**src/sv/bbps_pkg.sv**
```systemverilog
// Shared types and constants of the brightness step/beep/persist supervisor.
// Depends on nothing; used by the register file, core, top level, checker and bench by scoped names.
package bbps_pkg;

  // Request types
  localparam logic [1:0] REQ_TICK  = 2'd0;
  localparam logic [1:0] REQ_FRAME = 2'd1;
  localparam logic [1:0] REQ_BRIGHT = 2'd2;
  localparam logic [1:0] REQ_UNUSED = 2'd3;

  // Brightness commands
  localparam logic [7:0] CMD_DOWN    = 8'd1;
  localparam logic [7:0] CMD_UP      = 8'd2;
  localparam logic [7:0] CMD_DEFAULT = 8'd3;

  // Configuration register indexes
  localparam int unsigned CFG_IDX_W = 3;
  localparam logic [CFG_IDX_W-1:0] REG_SILENCE_LIMIT = 3'd0;
  localparam logic [CFG_IDX_W-1:0] REG_BEEP_LENGTH   = 3'd1;
  localparam logic [CFG_IDX_W-1:0] REG_SAVE_DELAY    = 3'd2;
  localparam logic [CFG_IDX_W-1:0] REG_TOP_INDEX     = 3'd3;
  localparam logic [CFG_IDX_W-1:0] REG_DEFAULT_INDEX = 3'd4;
  localparam logic [CFG_IDX_W-1:0] REG_PAGE_BYTES    = 3'd5;
  localparam logic [CFG_IDX_W-1:0] REG_SAVED_INIT    = 3'd6;
  localparam logic [CFG_IDX_W-1:0] REG_OFFSET_INIT   = 3'd7;

  localparam int unsigned CFG_DATA_W = 16;

  // Register reset values
  localparam logic [15:0] SILENCE_LIMIT_RST = 16'd4000;
  localparam logic [15:0] BEEP_LENGTH_RST   = 16'd100;
  localparam logic [15:0] SAVE_DELAY_RST    = 16'd5000;
  localparam logic [7:0]  TOP_INDEX_RST     = 8'd15;
  localparam logic [7:0]  DEFAULT_INDEX_RST = 8'd7;
  localparam logic [15:0] PAGE_BYTES_RST    = 16'd1024;
  localparam logic [7:0]  SAVED_INIT_RST    = 8'd0;
  localparam logic [15:0] OFFSET_INIT_RST   = 16'd0;

  // Halfword step of the flash page
  localparam logic [15:0] HALFWORD_BYTES = 16'd2;
  localparam logic [15:0] COUNT_MAX      = 16'hFFFF;

  typedef struct packed {
    logic [15:0] silence_limit_ms;
    logic [15:0] beep_length_ms;
    logic [15:0] save_delay_ms;
    logic [7:0]  top_index;
    logic [7:0]  default_index;
    logic [15:0] page_bytes;
  } cfg_t;

  // Start-up values loaded into persistence state on a register write
  typedef struct packed {
    logic        load_saved;
    logic [7:0]  saved_value;
    logic        load_offset;
    logic [15:0] offset_value;
  } init_load_t;

  typedef struct packed {
    logic [1:0] req_type;
    logic [7:0] bright_cmd;
  } item_t;

  typedef struct packed {
    logic [7:0]  bright_level;
    logic        apply_level;
    logic        beep_active;
    logic        silence_alarm;
    logic        erase_page;
    logic        write_flash;
    logic [15:0] write_offset;
    logic [7:0]  write_value;
  } status_t;

endpackage

```
**src/sv/bbps_stream_if.sv**
```systemverilog
// Valid/ready channel carrying one payload struct per transfer.
// Depends on nothing; payload types come from bbps_pkg at instantiation.
interface bbps_stream_if #(
  parameter type payload_t = logic
);
  logic     valid;
  logic     ready;
  payload_t data;

  modport source (output valid, output data, input ready);
  modport sink (input valid, input data, output ready);
endinterface

```
**src/sv/bbps_cfg_regs.sv**
```systemverilog
// Configuration register file of the brightness supervisor.
// Depends on bbps_pkg; feeds the core with settings and start-up loads.
module bbps_cfg_regs (
  input  logic                           clk,
  input  logic                           rst,
  input  logic                           cfg_we,
  input  logic [bbps_pkg::CFG_IDX_W-1:0] cfg_index,
  input  logic [bbps_pkg::CFG_DATA_W-1:0] cfg_data,
  output bbps_pkg::cfg_t                 cfg,
  output bbps_pkg::init_load_t           init_load
);

  always_ff @(posedge clk) begin
    if (rst) begin
      cfg.silence_limit_ms <= bbps_pkg::SILENCE_LIMIT_RST;
      cfg.beep_length_ms   <= bbps_pkg::BEEP_LENGTH_RST;
      cfg.save_delay_ms    <= bbps_pkg::SAVE_DELAY_RST;
      cfg.top_index        <= bbps_pkg::TOP_INDEX_RST;
      cfg.default_index    <= bbps_pkg::DEFAULT_INDEX_RST;
      cfg.page_bytes       <= bbps_pkg::PAGE_BYTES_RST;
    end else if (cfg_we) begin
      unique case (cfg_index)
        bbps_pkg::REG_SILENCE_LIMIT: cfg.silence_limit_ms <= cfg_data;
        bbps_pkg::REG_BEEP_LENGTH:   cfg.beep_length_ms   <= cfg_data;
        bbps_pkg::REG_SAVE_DELAY:    cfg.save_delay_ms    <= cfg_data;
        bbps_pkg::REG_TOP_INDEX:     cfg.top_index        <= cfg_data[7:0];
        bbps_pkg::REG_DEFAULT_INDEX: cfg.default_index    <= cfg_data[7:0];
        bbps_pkg::REG_PAGE_BYTES:    cfg.page_bytes       <= cfg_data;
        // start-up values live in the core state
        bbps_pkg::REG_SAVED_INIT, bbps_pkg::REG_OFFSET_INIT: ;
        default: ;
      endcase
    end
  end

  always_comb begin
    init_load.load_saved   = cfg_we && (cfg_index == bbps_pkg::REG_SAVED_INIT);
    init_load.saved_value  = cfg_data[7:0];
    init_load.load_offset  = cfg_we && (cfg_index == bbps_pkg::REG_OFFSET_INIT);
    init_load.offset_value = cfg_data;
  end

endmodule

```
**src/sv/bbps_core.sv**
```systemverilog
// Per-item step logic and supervisor state (level, counters, flash offset).
// Depends on bbps_pkg; driven by the top level's input register.
module bbps_core (
  input  logic                 clk,
  input  logic                 rst,
  input  bbps_pkg::cfg_t       cfg,
  input  bbps_pkg::init_load_t init_load,
  input  logic                 fire,
  input  bbps_pkg::item_t      item,
  output bbps_pkg::status_t    res
);

  logic [7:0]  level, level_next;
  logic [7:0]  saved_level, saved_level_next;
  logic [15:0] page_offset, page_offset_next;
  logic [15:0] quiet_count, quiet_count_next;
  logic        quiet_armed, quiet_armed_next;
  logic [15:0] beep_count, beep_count_next;
  logic        beep_on, beep_on_next;
  logic [15:0] change_count, change_count_next;
  logic        change_armed, change_armed_next;

  logic [15:0] quiet_inc, beep_inc, change_inc, woff;
  logic        alarm, save, erase, beep;

  always_comb begin
    quiet_inc  = (quiet_count == bbps_pkg::COUNT_MAX) ? quiet_count : quiet_count + 16'd1;
    beep_inc   = (beep_count == bbps_pkg::COUNT_MAX) ? beep_count : beep_count + 16'd1;
    change_inc = (change_count == bbps_pkg::COUNT_MAX) ? change_count : change_count + 16'd1;

    level_next        = level;
    saved_level_next  = saved_level;
    page_offset_next  = page_offset;
    quiet_count_next  = quiet_count;
    quiet_armed_next  = quiet_armed;
    beep_count_next   = beep_count;
    beep_on_next      = beep_on;
    change_count_next = change_count;
    change_armed_next = change_armed;

    alarm = 1'b0;
    save  = 1'b0;
    erase = 1'b0;
    beep  = 1'b0;
    woff  = 16'd0;

    unique case (item.req_type)
      bbps_pkg::REQ_TICK: begin
        quiet_count_next  = quiet_inc;
        beep_count_next   = beep_inc;
        change_count_next = change_inc;
        alarm = quiet_armed && (quiet_inc > cfg.silence_limit_ms);
        if (alarm) quiet_armed_next = 1'b0;
        if (beep_on && (beep_inc >= cfg.beep_length_ms)) beep_on_next = 1'b0;
        save  = change_armed && (level != saved_level) && (change_inc > cfg.save_delay_ms);
        erase = save && (page_offset >= cfg.page_bytes);
        if (save) begin
          woff              = erase ? 16'd0 : page_offset;
          page_offset_next  = woff + bbps_pkg::HALFWORD_BYTES;
          saved_level_next  = level;
          change_armed_next = 1'b0;
        end
      end
      bbps_pkg::REQ_FRAME: begin
        quiet_count_next = 16'd0;
        quiet_armed_next = 1'b1;
      end
      bbps_pkg::REQ_BRIGHT: begin
        quiet_count_next = 16'd0;
        quiet_armed_next = 1'b1;
        unique case (item.bright_cmd)
          bbps_pkg::CMD_DOWN: begin
            if (level == 8'd0) beep = 1'b1;
            else level_next = level - 8'd1;
          end
          bbps_pkg::CMD_UP: begin
            if (level >= cfg.top_index) beep = 1'b1;
            else level_next = level + 8'd1;
          end
          bbps_pkg::CMD_DEFAULT: level_next = cfg.default_index;
          default: ;
        endcase
        if (beep) begin
          beep_on_next    = 1'b1;
          beep_count_next = 16'd0;
        end
        change_count_next = 16'd0;
        change_armed_next = 1'b1;
      end
      bbps_pkg::REQ_UNUSED: ;
      default: ;
    endcase

    res.bright_level  = level_next;
    res.apply_level   = (item.req_type == bbps_pkg::REQ_BRIGHT);
    res.beep_active   = beep_on_next;
    res.silence_alarm = alarm;
    res.erase_page    = erase;
    res.write_flash   = save;
    res.write_offset  = woff;
    res.write_value   = save ? level : 8'd0;
  end

  always_ff @(posedge clk) begin
    if (rst) begin
      level        <= 8'd0;
      saved_level  <= bbps_pkg::SAVED_INIT_RST;
      page_offset  <= bbps_pkg::OFFSET_INIT_RST;
      quiet_count  <= 16'd0;
      quiet_armed  <= 1'b1;
      beep_count   <= 16'd0;
      beep_on      <= 1'b0;
      change_count <= 16'd0;
      change_armed <= 1'b0;
    end else begin
      if (fire) begin
        level        <= level_next;
        saved_level  <= saved_level_next;
        page_offset  <= page_offset_next;
        quiet_count  <= quiet_count_next;
        quiet_armed  <= quiet_armed_next;
        beep_count   <= beep_count_next;
        beep_on      <= beep_on_next;
        change_count <= change_count_next;
        change_armed <= change_armed_next;
      end
      // start-up loads must only arrive while idle; the block itself does not enforce it
      if (init_load.load_saved) saved_level <= init_load.saved_value;
      if (init_load.load_offset) page_offset <= init_load.offset_value;
    end
  end

endmodule

```
**src/sv/brightness_step_beep_persist_supervisor.sv**
```systemverilog
// Top level of the brightness step/beep/persist supervisor.
// Depends on bbps_pkg, bbps_stream_if, bbps_cfg_regs and bbps_core.
//
//  channel  direction  payload                                   transfer when
//  item     in         req_type, bright_cmd                      valid && ready
//  status   out        bright_level .. write_value (8 fields)    valid && ready
//  cfg      in         cfg_index, cfg_data                       cfg_we
//
// Rate: one item per clock sustained while status is not stalled; each item is held in the
// input register and then sits in the status register, where status becomes valid.
// The step logic in bbps_core (16-bit saturating counts and compares) sets the cycle.
// Reset (rst, synchronous) empties both stages and restores registers and state.
// A stall on status holds the status register, then the input register; item
// ready drops only when both are full and status is stalled.
module brightness_step_beep_persist_supervisor (
  input  logic                            clk,
  input  logic                            rst,
  input  logic                            cfg_we,
  input  logic [bbps_pkg::CFG_IDX_W-1:0]  cfg_index,
  input  logic [bbps_pkg::CFG_DATA_W-1:0] cfg_data,
  bbps_stream_if.sink                     item,
  bbps_stream_if.source                   status
);

  bbps_pkg::cfg_t       cfg;
  bbps_pkg::init_load_t init_load;
  bbps_pkg::item_t      stage_item;
  bbps_pkg::status_t    stage_res;
  bbps_pkg::status_t    out_data;
  logic                 stage_valid;
  logic                 out_valid;
  logic                 advance;
  logic                 fire;

  bbps_cfg_regs u_cfg (
    .clk       (clk),
    .rst       (rst),
    .cfg_we    (cfg_we),
    .cfg_index (cfg_index),
    .cfg_data  (cfg_data),
    .cfg       (cfg),
    .init_load (init_load)
  );

  // Advance the pipe whenever the status register is empty or being taken.
  assign advance    = !out_valid || status.ready;
  assign fire       = stage_valid && advance;
  assign item.ready = !stage_valid || advance;

  // Hold the accepted item in the input register for the step logic.
  always_ff @(posedge clk) begin
    if (rst) begin
      stage_valid <= 1'b0;
    end else if (item.ready) begin
      stage_valid <= item.valid;
    end
    if (item.valid && item.ready) begin
      stage_item <= item.data;
    end
  end

  bbps_core u_core (
    .clk       (clk),
    .rst       (rst),
    .cfg       (cfg),
    .init_load (init_load),
    .fire      (fire),
    .item      (stage_item),
    .res       (stage_res)
  );

  // Capture the result as the core state updates; hold it while stalled.
  always_ff @(posedge clk) begin
    if (rst) begin
      out_valid <= 1'b0;
    end else if (advance) begin
      out_valid <= stage_valid;
    end
    if (fire) begin
      out_data <= stage_res;
    end
  end

  assign status.valid = out_valid;
  assign status.data  = out_data;

endmodule

```
**src/flat_wrapper.sv**
```systemverilog
// flat-port wrapper written by rule: the top's interface ports become plain ports
module brightness_step_beep_persist_supervisor_flat 
  (clk, rst, cfg_we, cfg_index, cfg_data, item_valid, item_data, item_ready, status_valid, status_data, status_ready);
  bbps_stream_if #(.payload_t(bbps_pkg::item_t)) item_i ();
  bbps_stream_if #(.payload_t(bbps_pkg::status_t)) status_i ();
  input  logic clk;
  input  logic rst;
  input  logic cfg_we;
  input  logic [bbps_pkg::CFG_IDX_W-1:0] cfg_index;
  input  logic [bbps_pkg::CFG_DATA_W-1:0] cfg_data;
  input wire logic [$bits(item_i.valid)-1:0] item_valid;
  input wire logic [$bits(item_i.data)-1:0] item_data;
  output wire logic [$bits(item_i.ready)-1:0] item_ready;
  output wire logic [$bits(status_i.valid)-1:0] status_valid;
  output wire logic [$bits(status_i.data)-1:0] status_data;
  input wire logic [$bits(status_i.ready)-1:0] status_ready;
  assign item_i.valid = item_valid;
  assign item_i.data = item_data;
  assign item_ready = item_i.ready;
  assign status_valid = status_i.valid;
  assign status_data = status_i.data;
  assign status_i.ready = status_ready;
  brightness_step_beep_persist_supervisor u_core (.clk(clk), .rst(rst), .cfg_we(cfg_we), .cfg_index(cfg_index), .cfg_data(cfg_data), .item(item_i), .status(status_i));
endmodule
```
**config.mk**
```make
export PLATFORM = sky130hd
export DESIGN_NAME = brightness_step_beep_persist_supervisor_flat
export DESIGN_NICKNAME = d
export VERILOG_FILES = /design/src/sv/bbps_pkg.sv /design/src/sv/bbps_stream_if.sv /design/src/sv/bbps_cfg_regs.sv /design/src/sv/bbps_core.sv /design/src/sv/brightness_step_beep_persist_supervisor.sv /design/src/flat_wrapper.sv
export SDC_FILE = /design/constraint.sdc
export NUM_CORES = 1
export LEC_CHECK = 0
export ABC_CLOCK_PERIOD_IN_PS = 6100
export BUFFER_PORTS_ARGS = -buffer_cell sky130_fd_sc_hd__buf_2
export CELL_PAD_IN_SITES_DETAIL_PLACEMENT = 2
export CELL_PAD_IN_SITES_GLOBAL_PLACEMENT = 2
export CORE_ASPECT_RATIO = 1.4
export CORE_MARGIN = 2
export CORE_UTILIZATION = 39
export CTS_BUF_LIST = sky130_fd_sc_hd__clkbuf_8
export DETAILED_ROUTE_END_ITERATION = 8
export GPL_TIMING_DRIVEN = 1
export PLACE_DENSITY_LB_ADDON = 0.1
export SKIP_LAST_GASP = 1
export SLEW_MARGIN = 10
export SYNTH_ARGS = -nofsm -noshare
export SYNTH_HDL_FRONTEND = slang
export SYNTH_SLANG_ARGS = --single-unit
```
**constraint.sdc**
```tcl
create_clock -name clk -period 6.1 [get_ports clk]
set_clock_uncertainty 0.15 [all_clocks]
set_input_delay 1.22 -clock clk [delete_from_list [all_inputs] [get_ports clk]]
set_output_delay 1.22 -clock clk [all_outputs]
set_load 0.1 [all_outputs]
```
==> flow_results.org, run 1 <==
** Worst setup path
- STA classifies the critical path endpoint as a flop.
- For the worst setup path, the data required time is about 6.4 ns.
- Slack of the worst reg-to-reg path :: 0.40 ns
- Startpoint class of the critical path :: flop
- Of all nets on the critical path, the largest fanout is 9.
- For the worst setup path, the data arrival time is ~6.0 ns.
- WS Path Type :: flop to flop

** Die
- In this run the core area contains 75 standard-cell rows.
- Width of the die :: between 150 and 200 um
- Initial Util :: 0.396
- The die covers around 32000 um2.
- Pin placement for this block handled 73 I/O pins.
- Die height :: about 210 um
- After floorplanning, the core was sized to cover roughly 30000 um2.

** Logic synthesis
- Synth top cells by count :: sky130_fd_sc_hd__nand2_1 (237), sky130_fd_sc_hd__dfxtp_1 (165), sky130_fd_sc_hd__nor2_1 (129)
- Fraction of post-synthesis cell area in the top cell type by area :: 0.278
- The largest total area in the synthesized netlist belongs to sky130_fd_sc_hd__dfxtp_1.
- Number of enable-type register cells in the synthesized netlist :: between 40 and 50
- Yosys instantiated no cell more often than sky130_fd_sc_hd__nand2_1.
- Yosys printed 0 warnings.
- In this run the cell area of the synthesized design comes to roughly 12000 um2.
- The number of nets in the synthesized netlist is roughly 1.5k.
- The share of the Yosys chip area taken by registers is 0.396.
- After synthesis, the share of flip-flops with an asynchronous set or reset is 0.
- In this run, synthesis produced a sequential element count of 212.
- Mapped Cells :: 1432
- Count of distinct cell types in the synthesized netlist :: 81
- In the post-synthesis netlist, the biggest area contributors are sky130_fd_sc_hd__dfxtp_1 (28%), sky130_fd_sc_hd__edfxtp_1 (12%), sky130_fd_sc_hd__ha_1 (8.6%).
- Mean cell area of the mapped netlist :: slightly above 8 um2
- For this run, the leading register cell type out of synthesis is sky130_fd_sc_hd__dfxtp_1.

** STA
- Derived from the worst setup path, the maximum achievable clock frequency is around 180 MHz.
- Counting I/O delays and the setup requirement, the final critical path takes roughly 5.7 ns.
- Final max-slew violation count :: 0
- After routing, the total negative slack on setup checks comes to 0 ns.
- In the finished design, the share of the clock period the worst path needs comes to 0.934.
- Slew @ Worst Pin :: around 1.0 ns
- Setup violations remaining at the end of the flow were counted as 0.
- Final number of hold-violating endpoints :: 0
- Max-Slew Margin vs Limit :: 0.313

** Detailed routing
- Dividing the detail-routed via count by the number of cells gives around 5.6.
- In this run the remaining antenna-violating nets after routing total 0.
- Wire length after detailed routing :: approximately 40000 um
- The first detailed-routing pass took 4 iterations.
- For this block, wires on met1 add up to 16500 um.
- In the final routed layout, each cell accounts on average for 20.7 um.
- Across all layers, the routed design uses around 11k vias.
- Iteration-0 DRC count of the detailed router :: around 300
- After detailed routing, the met3 layer carries about 1300 um of wire.
- The routed design uses about 21000 um of met2 wire.
- Number of remaining DRC errors :: 0
- Uppermost signal routing layer after detailed routing :: met5

** Global routing
- Summed over all layers, the global routing overflow is 0.
- First-pass GRT wire length :: 63100 um
- Via count of the first global-routing pass :: 11.6k
- Initial antenna violation count :: 6
- GR Util All Layers :: 0.252
- Entering global routing, the biggest net connects between 80 and 90 pins.

** CTS
- The root buffer cell chosen for the clock tree is sky130_fd_sc_hd__clkbuf_8.
- Buffers inserted during clock tree synthesis total 39.
- Num Clock Sinks :: 212
- The clock tree synthesis step divided the H-tree into 2 levels.
- TritonCTS built the clock tree.
- Clock tree buffer depth :: 3
- After clock tree synthesis, the clock-pin slew on the worst setup and hold paths is 0.06 ns.
- Clk Latency, worst-skew pair :: 0.56 ns

** Placement
- The congestion estimate from routability-driven global placement came to ~0.76.
- In this run the tool buffered the top-level ports with 72 buffer cells.
- Summed over all nets, the half-perimeter wirelength after detailed placement is ~28000 um.

** Power and ir drop
- Cell leakage power :: between 5 and 6 nW
- Dividing total power by cell area gives a power density of ~250 nW/um2.
- Largest vdd supply drop :: ~0.0002 V
- The design draws 0.00330 W.

** Job
- MaxCap Viol Count :: 0

** Outcome
- The run finished with clean final reports.

** Final layout
- At the end of the flow, the number of nets in the layout was approximately 1.6k.
- In the final layout, the share of cells above drive strength 1 is 0.126.
- Synthesis-to-layout area growth :: 12.2%

** Worst hold path
- The min-delay analysis places its worst path in the category flop to flop.
-- area by class of cell --
cell class / count / area, um2
fill: 3421 / 16700
multi-input combinational: 1055 / 6540
sequential: 212 / 4710
clock buffer: 50 / 688
timing repair buffer: 89 / 490
tap: 385 / 482
inverter: 86 / 323
clock inverter: 20 / 109
antenna: 2 / 5.00
-- sequential cells by signal, summed over array words and instances (netlist names), 8 cells and up --
name,flops
u_core.status.data,37
u_core.u_core.quiet_count,16
u_core.u_core.change_count,16
u_core.u_core.level,8
u_core.stage_item,10
u_core.u_core.beep_count,16
u_core.u_cfg.cfg,80
u_core.u_core.page_offset,16
u_core.u_core.saved_level,8
-- cells by family after synthesis --
family | after synthesis | synth area share
compound gates | 324 | 0.177
simple gates | 582 | 0.232
buf+inv | 165 | 0.0570
flops | 212 | 0.396
fa+ha+maj | 82 | 0.0862
xor+xnor | 52 | 0.0383
mux | 15 | 0.0135
-- through the flow --
stage	utilization	hold slack [ns]	worst slack [ns]	cell area (um2)	std cells
2_1_floorplan	-	0.286	0.868	11900	1432
3_3_place_gp	0.417	0.293	0.423	12500	1827
3_5_place_dp	0.417	0.303	0.176	12500	1827
4_1_cts	0.444	0.312	0.135	13300	1897
5_1_grt	0.444	0.332	-0.0473	13300	1898
6_report	0.444	0.308	0.403	13300	1899
-- report_power, final --
part / leakage (nW) / total (W) / internal, W / switching [W]
sequential: 1.79 / 0.00152 / 0.00148 / 0.0000419
clock: 0.466 / 0.00143 / 0.000777 / 0.000648
combinational: 2.98 / 0.000355 / 0.000101 / 0.000254
-- worst max-delay path, stage by stage (launching register included) --
cell	delay, ns
sky130_fd_sc_hd__dfxtp_1	0.45
sky130_fd_sc_hd__and4_1	0.28
sky130_fd_sc_hd__and4_1	0.32
sky130_fd_sc_hd__nand3_1	0.13
sky130_fd_sc_hd__o31ai_2	0.36
sky130_fd_sc_hd__nor2_1	0.13
sky130_fd_sc_hd__xor2_1	0.17
sky130_fd_sc_hd__ha_1	0.32
sky130_fd_sc_hd__a21oi_1	0.16
sky130_fd_sc_hd__o21ai_0	0.15
sky130_fd_sc_hd__a311oi_2	0.46
sky130_fd_sc_hd__a31oi_1	0.24
sky130_fd_sc_hd__nand2_2	0.22
sky130_fd_sc_hd__and2_1	0.15
sky130_fd_sc_hd__ha_1	0.20
sky130_fd_sc_hd__nand3_1	0.17
sky130_fd_sc_hd__nor2_1	0.16
sky130_fd_sc_hd__nand3_1	0.13
sky130_fd_sc_hd__nor2_1	0.22
sky130_fd_sc_hd__nand3_1	0.16
sky130_fd_sc_hd__or2_2	0.35
sky130_fd_sc_hd__a31o_1	0.23
sky130_fd_sc_hd__a221o_1	0.28
-- placed cells by master (no fill, tap or decap), types with 16 or more instances in the layout --
cell type,count
sky130_fd_sc_hd__a211o_1,20
sky130_fd_sc_hd__a21oi_1,119
sky130_fd_sc_hd__and2_1,22
sky130_fd_sc_hd__and3_1,22
sky130_fd_sc_hd__buf_2,71
sky130_fd_sc_hd__buf_4,18
sky130_fd_sc_hd__clkbuf_8,50
sky130_fd_sc_hd__dfxtp_1,165
sky130_fd_sc_hd__edfxtp_1,47
sky130_fd_sc_hd__ha_1,82
sky130_fd_sc_hd__inv_1,98
sky130_fd_sc_hd__nand2_1,236
sky130_fd_sc_hd__nand2b_1,16
sky130_fd_sc_hd__nand3_1,43
sky130_fd_sc_hd__nand4_1,20
sky130_fd_sc_hd__nor2_1,129
sky130_fd_sc_hd__nor3_1,16
sky130_fd_sc_hd__o21ai_0,58
sky130_fd_sc_hd__xnor2_1,33
sky130_fd_sc_hd__xor2_1,19
-- final timing paths --
path	depth (start not counted)	start	to
setup / recovery	22	u_core.u_core.change_count[4]$_SDFFE_PP0P_	u_core.u_core.page_offset[15]$_SDFFE_PP0P_
hold / removal	2	u_core.u_cfg.cfg[57]$_SDFFE_PP0P_	u_core.u_cfg.cfg[57]$_SDFFE_PP0P_
setup reg to reg	22	u_core.u_core.change_count[4]$_SDFFE_PP0P_	u_core.u_core.page_offset[15]$_SDFFE_PP0P_
hold reg to reg	2	u_core.u_cfg.cfg[57]$_SDFFE_PP0P_	u_core.u_cfg.cfg[57]$_SDFFE_PP0P_
-- per-layer routing --
layer,vias up,track usage
met5,-,0
met4,8,0.0779
met3,78,0.0423
met2,146,0.462
met1,5331,0.296
li1,5113,-
-- what timing repair did --
action	CTS	global route
gates resized for setup	0	3
hold endpoints to repair	0	0
setup endpoints to repair	0	1
setup buffers	0	0
hold buffers	0	0
Note: power is estimated with default switching activity, not from simulation.
==> run 2, diff against run 1 <==
--- a/config.mk
+++ b/config.mk
@@ -16,6 +16,7 @@
 export DETAILED_ROUTE_END_ITERATION = 8
 export GPL_TIMING_DRIVEN = 1
 export PLACE_DENSITY_LB_ADDON = 0.1
+export REMOVE_ABC_BUFFERS = 1
 export SKIP_LAST_GASP = 1
 export SLEW_MARGIN = 10
 export SYNTH_ARGS = -nofsm -noshare
==> flow_results.org, run 2 (synthesized netlist as in run 1, its figures left out) <==
** STA
- Max-Slew Margin vs Limit :: 0.272 (was 0.313)
- Final max-slew violation count :: 0 (unchanged)
- The shortest clock period the worst path allows after layout is 5.60 ns (was 5.70 ns).
- Share of the clock period used by the worst path :: 0.918 (was 0.934)
- The summed negative setup slack over all endpoints came to 0 ns (unchanged).
- The transition time at the pin with the least slew margin is 1.09 ns (was 1.03 ns).
- Final number of hold-violating endpoints :: 0 (unchanged)
- Worst hold slack after final layout :: 0.306 ns (was 0.308 ns)
- The number of setup violations in the final report came to 0 (unchanged).
- The maximum achievable frequency was 179 MHz (was 176 MHz).
- Setup repair after global routing missed its margin :: false

** Power and ir drop
- Power density relative to cell area :: 238 nW/um2 (was 247 nW/um2)
- The switching part of the total power came to 0.297 (was 0.286).
- Clock power share :: 0.407 (was 0.432)
- The combinational share of power came to 0.115 (was 0.108).
- The fraction of power consumed by sequential logic is 0.479 (was 0.460).
- The peak supply drop came to 0.000150 V (was 0.000199 V).
- Net Switching :: 0.000940 W (was 0.000944 W)
- The total power after layout is 0.00317 W (was 0.00330 W).
- The cell-internal power is 0.00223 W (was 0.00235 W).
- The leakage component of the power came to 5.22 nW (was 5.23 nW).

** Outcome
- Status: finished clean (unchanged).

** Worst setup path
- The maximum net fanout on the critical path is 11 (was 9).
- Cell-by-cell listing of the critical path: and4_1 -> and4_1 -> nand3_1 -> o31ai_4 -> nor2_1 -> xor2_1 -> ha_1 -> and4_1 -> a311oi_2 -> a31oi_1 -> nand2_2 -> and2_1 -> ha_1 -> nand3_1 -> nor2_1 -> nand3_1 -> nor2_1 -> nand3_1 -> or2_2 -> a31o_1 -> a221o_1 (was and4_1 -> and4_1 -> nand3_1 -> o31ai_2 -> nor2_1 -> xor2_1 -> ha_1 -> a21oi_1 -> o21ai_0 -> a311oi_2 -> a31oi_1 -> nand2_2 -> and2_1 -> ha_1 -> nand3_1 -> nor2_1 -> nand3_1 -> nor2_1 -> nand3_1 -> or2_2 -> a31o_1 -> a221o_1).
- Largest stage delay on the critical path :: 0.47 ns (was 0.46 ns)
- Slack of the worst reg-to-reg path :: 0.50 ns (was 0.40 ns)
- The critical path depth in cells came to 21 (was 22).
- Data arrival, critical path :: 5.91 ns (was 5.99 ns)
- The slowest stage cell on the critical path is sky130_fd_sc_hd__dfxtp_1 (was sky130_fd_sc_hd__a311oi_2).
- WS Path Type :: flop to flop (unchanged)
- End point of the critical path :: u_core.u_core.page_offset[15]$_SDFFE_PP0P_ (unchanged)
- Data required time at the worst endpoint :: 6.41 ns (was 6.39 ns)
- The critical path buffer and inverter count is 0 (unchanged).
- Launching element of the worst setup path :: u_core.u_core.change_count[4]$_SDFFE_PP0P_ (unchanged)
- Top cell by count, worst path :: sky130_fd_sc_hd__nand3_1 (unchanged)
- Startpoint class of the critical path :: flop (unchanged)
- The end of the worst register-to-register path is u_core.u_core.page_offset[15]$_SDFFE_PP0P_ (unchanged).
- Endpoint type of the worst setup path :: flop (unchanged)
- Worst path top cell family by delay :: simple AND/OR/NAND/NOR gates (unchanged)
- The number of cells traversed by the worst register-to-register path was 21 (was 22).
- The start of the worst register-to-register path is u_core.u_core.change_count[4]$_SDFFE_PP0P_ (unchanged).

** Global routing
- Total congestion overflow after global routing :: 0 (unchanged)
- The global-route usage over all layers was 0.258 (was 0.252).
- The global-route wire length before repair is 64200 um (was 63100 um).
- Initial antenna violation count :: 3 (was 6)
- The via count of the first global-routing pass is 11.7k (was 11.6k).
- Met1 capacity usage during global routing :: 0.298 (was 0.296)
- GR Util met3 :: 0.0324 (was 0.0423)
- The largest net degree at the start of global routing came to 75 (was 85).
- Global routing usage on met2 :: 0.482 (was 0.462)
- GRT busiest layer :: met2 (unchanged)

** Detailed routing
- The number of antenna-violating nets in the routed design was 0 (unchanged).
- Vias per Instance :: 5.65 (was 5.62)
- Iteration-0 DRC count of the detailed router :: 391 (was 293)
- The total detailed-routing wirelength came to 40200 um (was 39400 um).
- DR WL/cell :: 21.1 um (was 20.7 um)
- Pre-Repair DR Iteration Count :: 4 (unchanged)
- The detailed-route DRC error count came to 0 (unchanged).
- Total number of vias :: 10.7k (about the same)

** Final layout
- The share of the core filled with cells came to 0.442 (was 0.444).
- Count of non-filler cells in the finished layout :: 1903 (was 1899)
- Most common cell after layout, fill and taps aside :: sky130_fd_sc_hd__nand2_1 (unchanged)
- The register bank with the most flops is u_core.u_cfg.cfg (unchanged).
- Largest register FFs :: 80 (unchanged)
- Synthesis-to-layout area growth :: 11.7% (was 12.2%)
- Top library cells by usage in the layout, fill and taps aside :: sky130_fd_sc_hd__nand2_1 (236), sky130_fd_sc_hd__dfxtp_1 (165), sky130_fd_sc_hd__nor2_1 (129), sky130_fd_sc_hd__a21oi_1 (119), sky130_fd_sc_hd__inv_1 (107) (was sky130_fd_sc_hd__nand2_1 (236), sky130_fd_sc_hd__dfxtp_1 (165), sky130_fd_sc_hd__nor2_1 (129), sky130_fd_sc_hd__a21oi_1 (119), sky130_fd_sc_hd__inv_1 (98))
- The fraction of final layout cells sized beyond drive strength 1 was 0.120 (was 0.126).
- Number of nets in the layout :: 1601 (was 1599)

** Die
- Floorplan core area :: 30000 um2 (unchanged)
- Die Outline Area :: 31900 um2 (unchanged)
- The effective utilization at floorplan came to 0.396 (unchanged).
- The I/O pin count is 73 (unchanged).
- Die height :: 211 um (unchanged)
- The die width was 152 um (unchanged).
- The cell row count came to 75 (unchanged).

** Placement
- The detailed placement HPWL is 28400 um (was 28100 um).
- Number of placed instances, taps included :: 1828 (was 1827)
- RD Place Congestion :: 0.828 (was 0.763)
- The number of input and output port buffers inserted came to 72 (unchanged).

** CTS
- Clock-pin slew on the worst setup and hold paths :: 0.06 ns (about the same)
- The deepest clock path buffer count is 3 (unchanged).
- The TritonCTS clock tree is done (unchanged).
- The later-pin clock latency in the skew report came to 0.57 ns (was 0.56 ns).
- The clock root buffer master is sky130_fd_sc_hd__clkbuf_8 (unchanged).
- Post-cts hold buffer count :: 0 (unchanged)
- The number of levels in the clock H-tree is 2 (unchanged).
- Num Clock Sinks :: 212 (unchanged)
- Num CTS Buffers :: 39 (unchanged)

** Worst hold path
- Worst min path class :: flop to flop (unchanged)

** Job
- MaxCap Viol Count :: 0 (unchanged)
run 2: cell types whose count changed in the layout (fill, tap and decap cells not counted), sizes merged:
cell / change
diode: +1
buf: +2
bufinv: -1
clkbuf: -7
clkinv: -2
clkinvlp: +1
inv: +10
run 2: layout make-up:
type / count / area (um2)
repair buffers: 91 / 505
clock inverters: 28 / 115
clock buffers: 43 / 592
diodes: 3 / 7.51
inverters: 86 / 323
flip-flops and latches: 212 / 4710
fillers: 3466 / 16700
well taps: 385 / 482
multi-input cells: 1055 / 6550
run 2: repair_timing:
item	4_1_cts	5_1_grt
setup buffers	0	1
resized for setup	1	3
setup endpoints to repair	1	2
pin swaps	0	1
run 2: worst min-delay path, delay by kind of cell, from the launching register on:
| family | cells | cell delay, ns |
|---|---|---|
| flops | 1 | 0.31 |
| simple gates | 1 | 0.05 |
| compound gates | 1 | 0.05 |
run 2: worst min-delay path by stage:
stage	from	endpoint	cells after the start
after floorplan	u_core.u_cfg.cfg[11]$_SDFFE_PP0P_	u_core.u_cfg.cfg[11]$_SDFFE_PP0P_	2
after global placement	u_core.u_cfg.cfg[2]$_SDFFE_PP0P_	u_core.u_cfg.cfg[2]$_SDFFE_PP0P_	2
after detailed placement	u_core.u_cfg.cfg[51]$_SDFFE_PP0P_	u_core.u_cfg.cfg[51]$_SDFFE_PP0P_	2
after CTS	u_core.u_cfg.cfg[14]$_SDFFE_PP0P_	u_core.u_cfg.cfg[14]$_SDFFE_PP0P_	2
after global routing	u_core.u_cfg.cfg[1]$_SDFFE_PP0P_	u_core.u_cfg.cfg[1]$_SDFFE_PP0P_	2
final	u_core.u_cfg.cfg[60]$_SDFFE_PP0P_	u_core.u_cfg.cfg[60]$_SDFFE_PP0P_	2
run 2: stage by stage:
stage	setup WS, ns	instance area, um2
after floorplan	0.932	11500
after global placement	0.186	12500
after detailed placement	-0.203	12500
after CTS	0.0175	13300
after global routing	0.0461	13300
final	0.498	13300
run 2: power groups by stage:
stage / sequential, W / combinational [W] / clock [W]
global placement: 0.00154 / 0.000351 / 0
detailed placement: 0.00155 / 0.000362 / 0
floorplan: 0.00160 / 0.000161 / 0
finish: 0.00152 / 0.000363 / 0.00129
global route: 0.00152 / 0.000397 / 0.00138
CTS: 0.00152 / 0.000367 / 0.00133
run 2: layer usage:
layer  vias to the layer above  share of wire
met3                        75          0.028
met5                         -              0
li1                       5114              -
met1                      5403           0.41
met4                         0          0.030
met2                       155           0.53
==> run 3, diff against run 2 <==
--- a/config.mk
+++ b/config.mk
@@ -11,7 +11,7 @@
 export CELL_PAD_IN_SITES_GLOBAL_PLACEMENT = 2
 export CORE_ASPECT_RATIO = 1.4
 export CORE_MARGIN = 2
-export CORE_UTILIZATION = 39
+export CORE_UTILIZATION = 40
 export CTS_BUF_LIST = sky130_fd_sc_hd__clkbuf_8
 export DETAILED_ROUTE_END_ITERATION = 8
 export GPL_TIMING_DRIVEN = 1
@@ -21,4 +21,5 @@
 export SLEW_MARGIN = 10
 export SYNTH_ARGS = -nofsm -noshare
 export SYNTH_HDL_FRONTEND = slang
+export SYNTH_HIERARCHICAL = 1
 export SYNTH_SLANG_ARGS = --single-unit
==> flow_results.org, run 3 <==
** STA
- The number of max-slew violations in the final report is 0 (unchanged).
- Slew @ Worst Pin :: 1.09 ns (about the same)
- The summed negative setup slack over all endpoints was 0 ns (unchanged).
- The tightest slew margin relative to the limit came to 0.271 (was 0.272).
- The maximum achievable frequency was 195 MHz (was 179 MHz).
- The portion of the clock cycle consumed by the worst path in the final layout was 0.841 (was 0.918).
- Final number of hold-violating endpoints :: 0 (unchanged)
- Setup repair after global routing missed its margin :: false (unchanged)
- Tmin final :: 5.13 ns (was 5.60 ns)
- Finish-stage setup viols :: 0 (unchanged)

** Logic synthesis
- The number of warnings printed during yosys synthesis is 6 (was 0).
- Synth top cells by count: sky130_fd_sc_hd__dfxtp_1 (165), sky130_fd_sc_hd__nor2_1 (137), sky130_fd_sc_hd__inv_1 (100) (was sky130_fd_sc_hd__nand2_1 (237), sky130_fd_sc_hd__dfxtp_1 (165), sky130_fd_sc_hd__nor2_1 (129)).
- The largest area contributor in the synthesized netlist is sky130_fd_sc_hd__dfxtp_1 (unchanged).
- The number of enable-type register cells in the synthesized netlist came to 47 (unchanged).
- Proportion of synthesized flip-flops having asynchronous set or reset :: 0 (unchanged)
- The synthesized area per cell was 8.93 um2 (was 8.31 um2).
- The main flop type after synthesis is sky130_fd_sc_hd__dfxtp_1 (unchanged).
- The proportion of synthesized chip area in sequential cells was 0.377 (was 0.396).
- Top post-synthesis cells by area :: sky130_fd_sc_hd__dfxtp_1 (26%), sky130_fd_sc_hd__edfxtp_1 (11%), sky130_fd_sc_hd__ha_1 (8.2%) (was sky130_fd_sc_hd__dfxtp_1 (28%), sky130_fd_sc_hd__edfxtp_1 (12%), sky130_fd_sc_hd__ha_1 (8.6%))
- The share of Yosys cell area claimed by the top area cell type was 0.264 (was 0.278).
- Mapped Cells :: 1402 (was 1432)
- The most frequently used cell type in the post-synthesis netlist is sky130_fd_sc_hd__dfxtp_1 (was sky130_fd_sc_hd__nand2_1).
- The number of distinct library cells after synthesis is 84 (was 81).
- The total of flip-flops plus latches after synthesis came to 212 (unchanged).
- The cell area after synthesis is 12500 um2 (was 11900 um2).

** Die
- Initial Util :: 0.406 (was 0.396)
- The vertical die dimension was 213 um (was 211 um).
- Width of the die :: 153 um (was 152 um)
- The total core area came to 30800 um2 (was 30000 um2).
- The cell row count came to 76 (was 75).
- The area of the die is 32700 um2 (was 31900 um2).
- I/O pin cnt :: 73 (unchanged)

** Global routing
- GR Util All Layers :: 0.249 (was 0.258)
- The global-route wire length before repair is 64400 um (was 64200 um).
- The largest net degree at the start of global routing came to 121 (was 75).
- The via count of the first global-routing pass is 11.7k (about the same).
- Initial antenna violation count :: 0 (was 3)
- The total congestion overflow after global routing came to 0 (unchanged).

** Power and ir drop
- Switching power share of the total :: 0.280 (was 0.297)
- The combinational share of power came to 0.103 (was 0.115).
- Clock power share :: 0.430 (was 0.407)
- The switching power is 0.000894 W (was 0.000940 W).
- Largest vdd supply drop :: 0.000166 V (was 0.000150 V)
- Sequential share of power :: 0.468 (was 0.479)
- Internal cell power :: 0.00230 W (was 0.00223 W)
- Cell leakage power :: 5.79 nW (was 5.22 nW)
- Power density relative to cell area :: 233 nW/um2 (was 238 nW/um2)

** Placement
- DP Area :: 12900 um2 (was 12500 um2)
- Port Buf Inserts :: 72 (unchanged)
- RD Place Congestion :: 0.786 (was 0.828)
- The total placed cells including tap cells was 1772 (was 1828).
- Detailed Place HPWL :: 29600 um (was 28400 um)

** Final layout
- Largest register FFs :: 80 (unchanged)
- Count of non-filler cells in the finished layout :: 1839 (was 1903)
- The fill cell total of the finished layout came to 3501 (was 3466).
- Ant. Diodes :: 0 (was 3)
- Share of layout cells above drive strength 1 :: 0.119 (was 0.120)
- The final net count was 1537 (was 1601).
- Top library cells by usage in the layout, fill and taps aside :: sky130_fd_sc_hd__dfxtp_1 (165), sky130_fd_sc_hd__nor2_1 (137), sky130_fd_sc_hd__inv_1 (109), sky130_fd_sc_hd__mux2i_1 (90), sky130_fd_sc_hd__nand2b_1 (84) (was sky130_fd_sc_hd__nand2_1 (236), sky130_fd_sc_hd__dfxtp_1 (165), sky130_fd_sc_hd__nor2_1 (129), sky130_fd_sc_hd__a21oi_1 (119), sky130_fd_sc_hd__inv_1 (107))
- The register area was 4710 um2 (unchanged).
- The area of all placed cells without fillers was 13700 um2 (was 13300 um2).
- Multi-input logic area :: 6870 um2 (was 6550 um2)
- The layout overhead on the synthesized area came to 9.30% (was 11.7%).
- The most common cell after layout, fill and taps aside was sky130_fd_sc_hd__dfxtp_1 (was sky130_fd_sc_hd__nand2_1).
- The register bank with the most flops was u_core/u_cfg/cfg (was u_core.u_cfg.cfg).

** CTS
- The clock root buffer master is sky130_fd_sc_hd__clkbuf_8 (unchanged).
- Count of buffers added by post-CTS timing repair for setup :: 0 (unchanged)
- The clock-pin slew on the worst setup and hold paths was 0.06 ns (about the same).
- H-tree levels :: 2 (unchanged)
- The CTS sink count is 212 (unchanged).
- Post-cts hold buffer count :: 0 (unchanged)
- Clock tree buffer depth :: 3 (unchanged)
- CTS tree :: done (unchanged)
- The number of gates resized after cts came to 0 (was 1).
- Clk Latency, worst-skew pair :: 0.56 ns (was 0.57 ns)
- Num CTS Buffers :: 37 (was 39)

** Worst setup path
- Worst path slowest cell :: sky130_fd_sc_hd__dfxtp_1 (unchanged)
- The cell family with the largest share of critical-path delay is simple AND/OR/NAND/NOR gates (unchanged).
- Cell-by-cell listing of the critical path: nand4_1 -> nor4b_2 -> nand3_1 -> and4_1 -> nand3_1 -> xnor2_1 -> ha_1 -> nand2_1 -> nor4_2 -> a211oi_1 -> and3_1 -> nor2b_1 -> ha_1 -> nand2_1 -> nor3_1 -> nand3_1 -> or4_1 -> a311oi_1 (was and4_1 -> and4_1 -> nand3_1 -> o31ai_4 -> nor2_1 -> xor2_1 -> ha_1 -> and4_1 -> a311oi_2 -> a31oi_1 -> nand2_2 -> and2_1 -> ha_1 -> nand3_1 -> nor2_1 -> nand3_1 -> nor2_1 -> nand3_1 -> or2_2 -> a31o_1 -> a221o_1).
- The maximum net fanout on the critical path was 10 (was 11).
- The required time of the worst setup path was 6.41 ns (about the same).
- WS Path Type :: flop to flop (unchanged)
- The critical path buffer and inverter count is 0 (unchanged).
- Endpoint type of the worst setup path :: flop (unchanged)
- Data arrival, critical path :: 5.44 ns (was 5.91 ns)
- The critical path launch point type was a flop (unchanged).
- Top cell by count, worst path :: sky130_fd_sc_hd__nand3_1 (unchanged)
- The delay of the slowest critical-path stage is 0.47 ns (about the same).

** Detailed routing
- The number of antenna-violating nets in the routed design came to 0 (unchanged).
- Pre-Repair DR Iteration Count :: 4 (unchanged)
- The detailed-route DRC error count was 0 (unchanged).
- The wire length per cell after detailed routing came to 22.0 um (was 21.1 um).
- Iteration-0 DRC count of the detailed router :: 393 (was 391)
- The total detailed-routing wirelength came to 40500 um (was 40200 um).
- The routed via count came to 10.5k (was 10.7k).
- The detailed-route vias per instance is 5.69 (was 5.65).

** Worst hold path
- The class of the worst hold path is flop to flop (unchanged).

** Job
- MaxCap Viol Count :: 0 (unchanged)

** Outcome
- Status :: finished clean (unchanged)
run 3: cell count changes in the layout (fill, tap and decap cells not counted), sizes merged, moves of 8 or more:
cell,change
o21ai,-8
or4,+10
nor2,+10
nor3,+12
a211o,-18
a21oi,-42
nand2b,+68
nand2,-185
mux2i,+83
nor4b,+8
run 3: metal layers:
metal,track usage,vias to the layer above,part of all wire
met5,0,-,0
met3,0.0343,72,0.026
met1,0.270,5270,0.39
met4,0.0898,0,0.033
li1,-,4973,-
met2,0.487,148,0.55
run 3: worst paths after layout:
kind                            slack [ns]                                       start                                    endpoint  cells after the start
worst max-delay path                  0.97  u_core/u_core/change_count[4]$_SDFFE_PP0P_  u_core/u_core/page_offset[11]$_SDFFE_PP0P_                     18
worst min-delay path                  0.32     u_core/u_core/change_armed$_SDFFE_PP0P_     u_core/u_core/change_armed$_SDFFE_PP0P_                      2
worst max register to register        0.97  u_core/u_core/change_count[4]$_SDFFE_PP0P_  u_core/u_core/page_offset[11]$_SDFFE_PP0P_                     18
worst min register to register        0.32     u_core/u_core/change_armed$_SDFFE_PP0P_     u_core/u_core/change_armed$_SDFFE_PP0P_                      2
run 3: kinds of logic (layout without fill, tap and decap cells):
kind of cell | after synthesis | in the layout | share of synthesized area
and+or+nand+nor | 499 | 499 | 0.219
AOI/OAI and AO/OA | 266 | 266 | 0.141
DFF | 212 | 212 | 0.377
buffers and inverters | 205 | 252 | 0.0748
muxes | 93 | 93 | 0.0747
adders and majority gates | 82 | 82 | 0.0820
xor gates and xnor gates | 45 | 45 | 0.0315
run 3: tightest hold or removal path: cells and delay by family, from the launching register on:
kind	cells	cell delay (ns)
and+or+nand+nor	1	0.06
DFF	1	0.32
AOI/OAI and AO/OA	1	0.05
run 3: layout make-up:
class	instances	area share
Clock buffer	47	0.0473
Clock inverter	20	0.00842
Inverter	101	0.0277
Multi-Input combinational cell	985	0.502
Sequential cell	212	0.345
Tap cell	390	0.0357
Timing Repair Buffer	84	0.0340
run 3: per-stage QoR:
| step | hold slack, ns | power, W | util | worst slack [ns] |
|---|---|---|---|---|
| floorplan | 0.286 | 0.00172 | - | 1.72 |
| detailed placement | 0.320 | 0.00185 | 0.419 | 0.957 |
| global placement | 0.310 | 0.00184 | 0.419 | 1.18 |
| global route | 0.356 | 0.00332 | 0.444 | 0.571 |
| CTS | 0.327 | 0.00324 | 0.444 | 0.903 |
| finish | 0.325 | 0.00319 | 0.444 | 0.970 |
run 3: power groups by stage:
stage	combinational, W	sequential (W)	clock, W
2_1_floorplan	0.000145	0.00158	0
3_3_place_gp	0.000318	0.00152	0
3_5_place_dp	0.000329	0.00152	0
4_1_cts	0.000331	0.00149	0.00142
5_1_grt	0.000356	0.00150	0.00147
6_report	0.000327	0.00149	0.00137
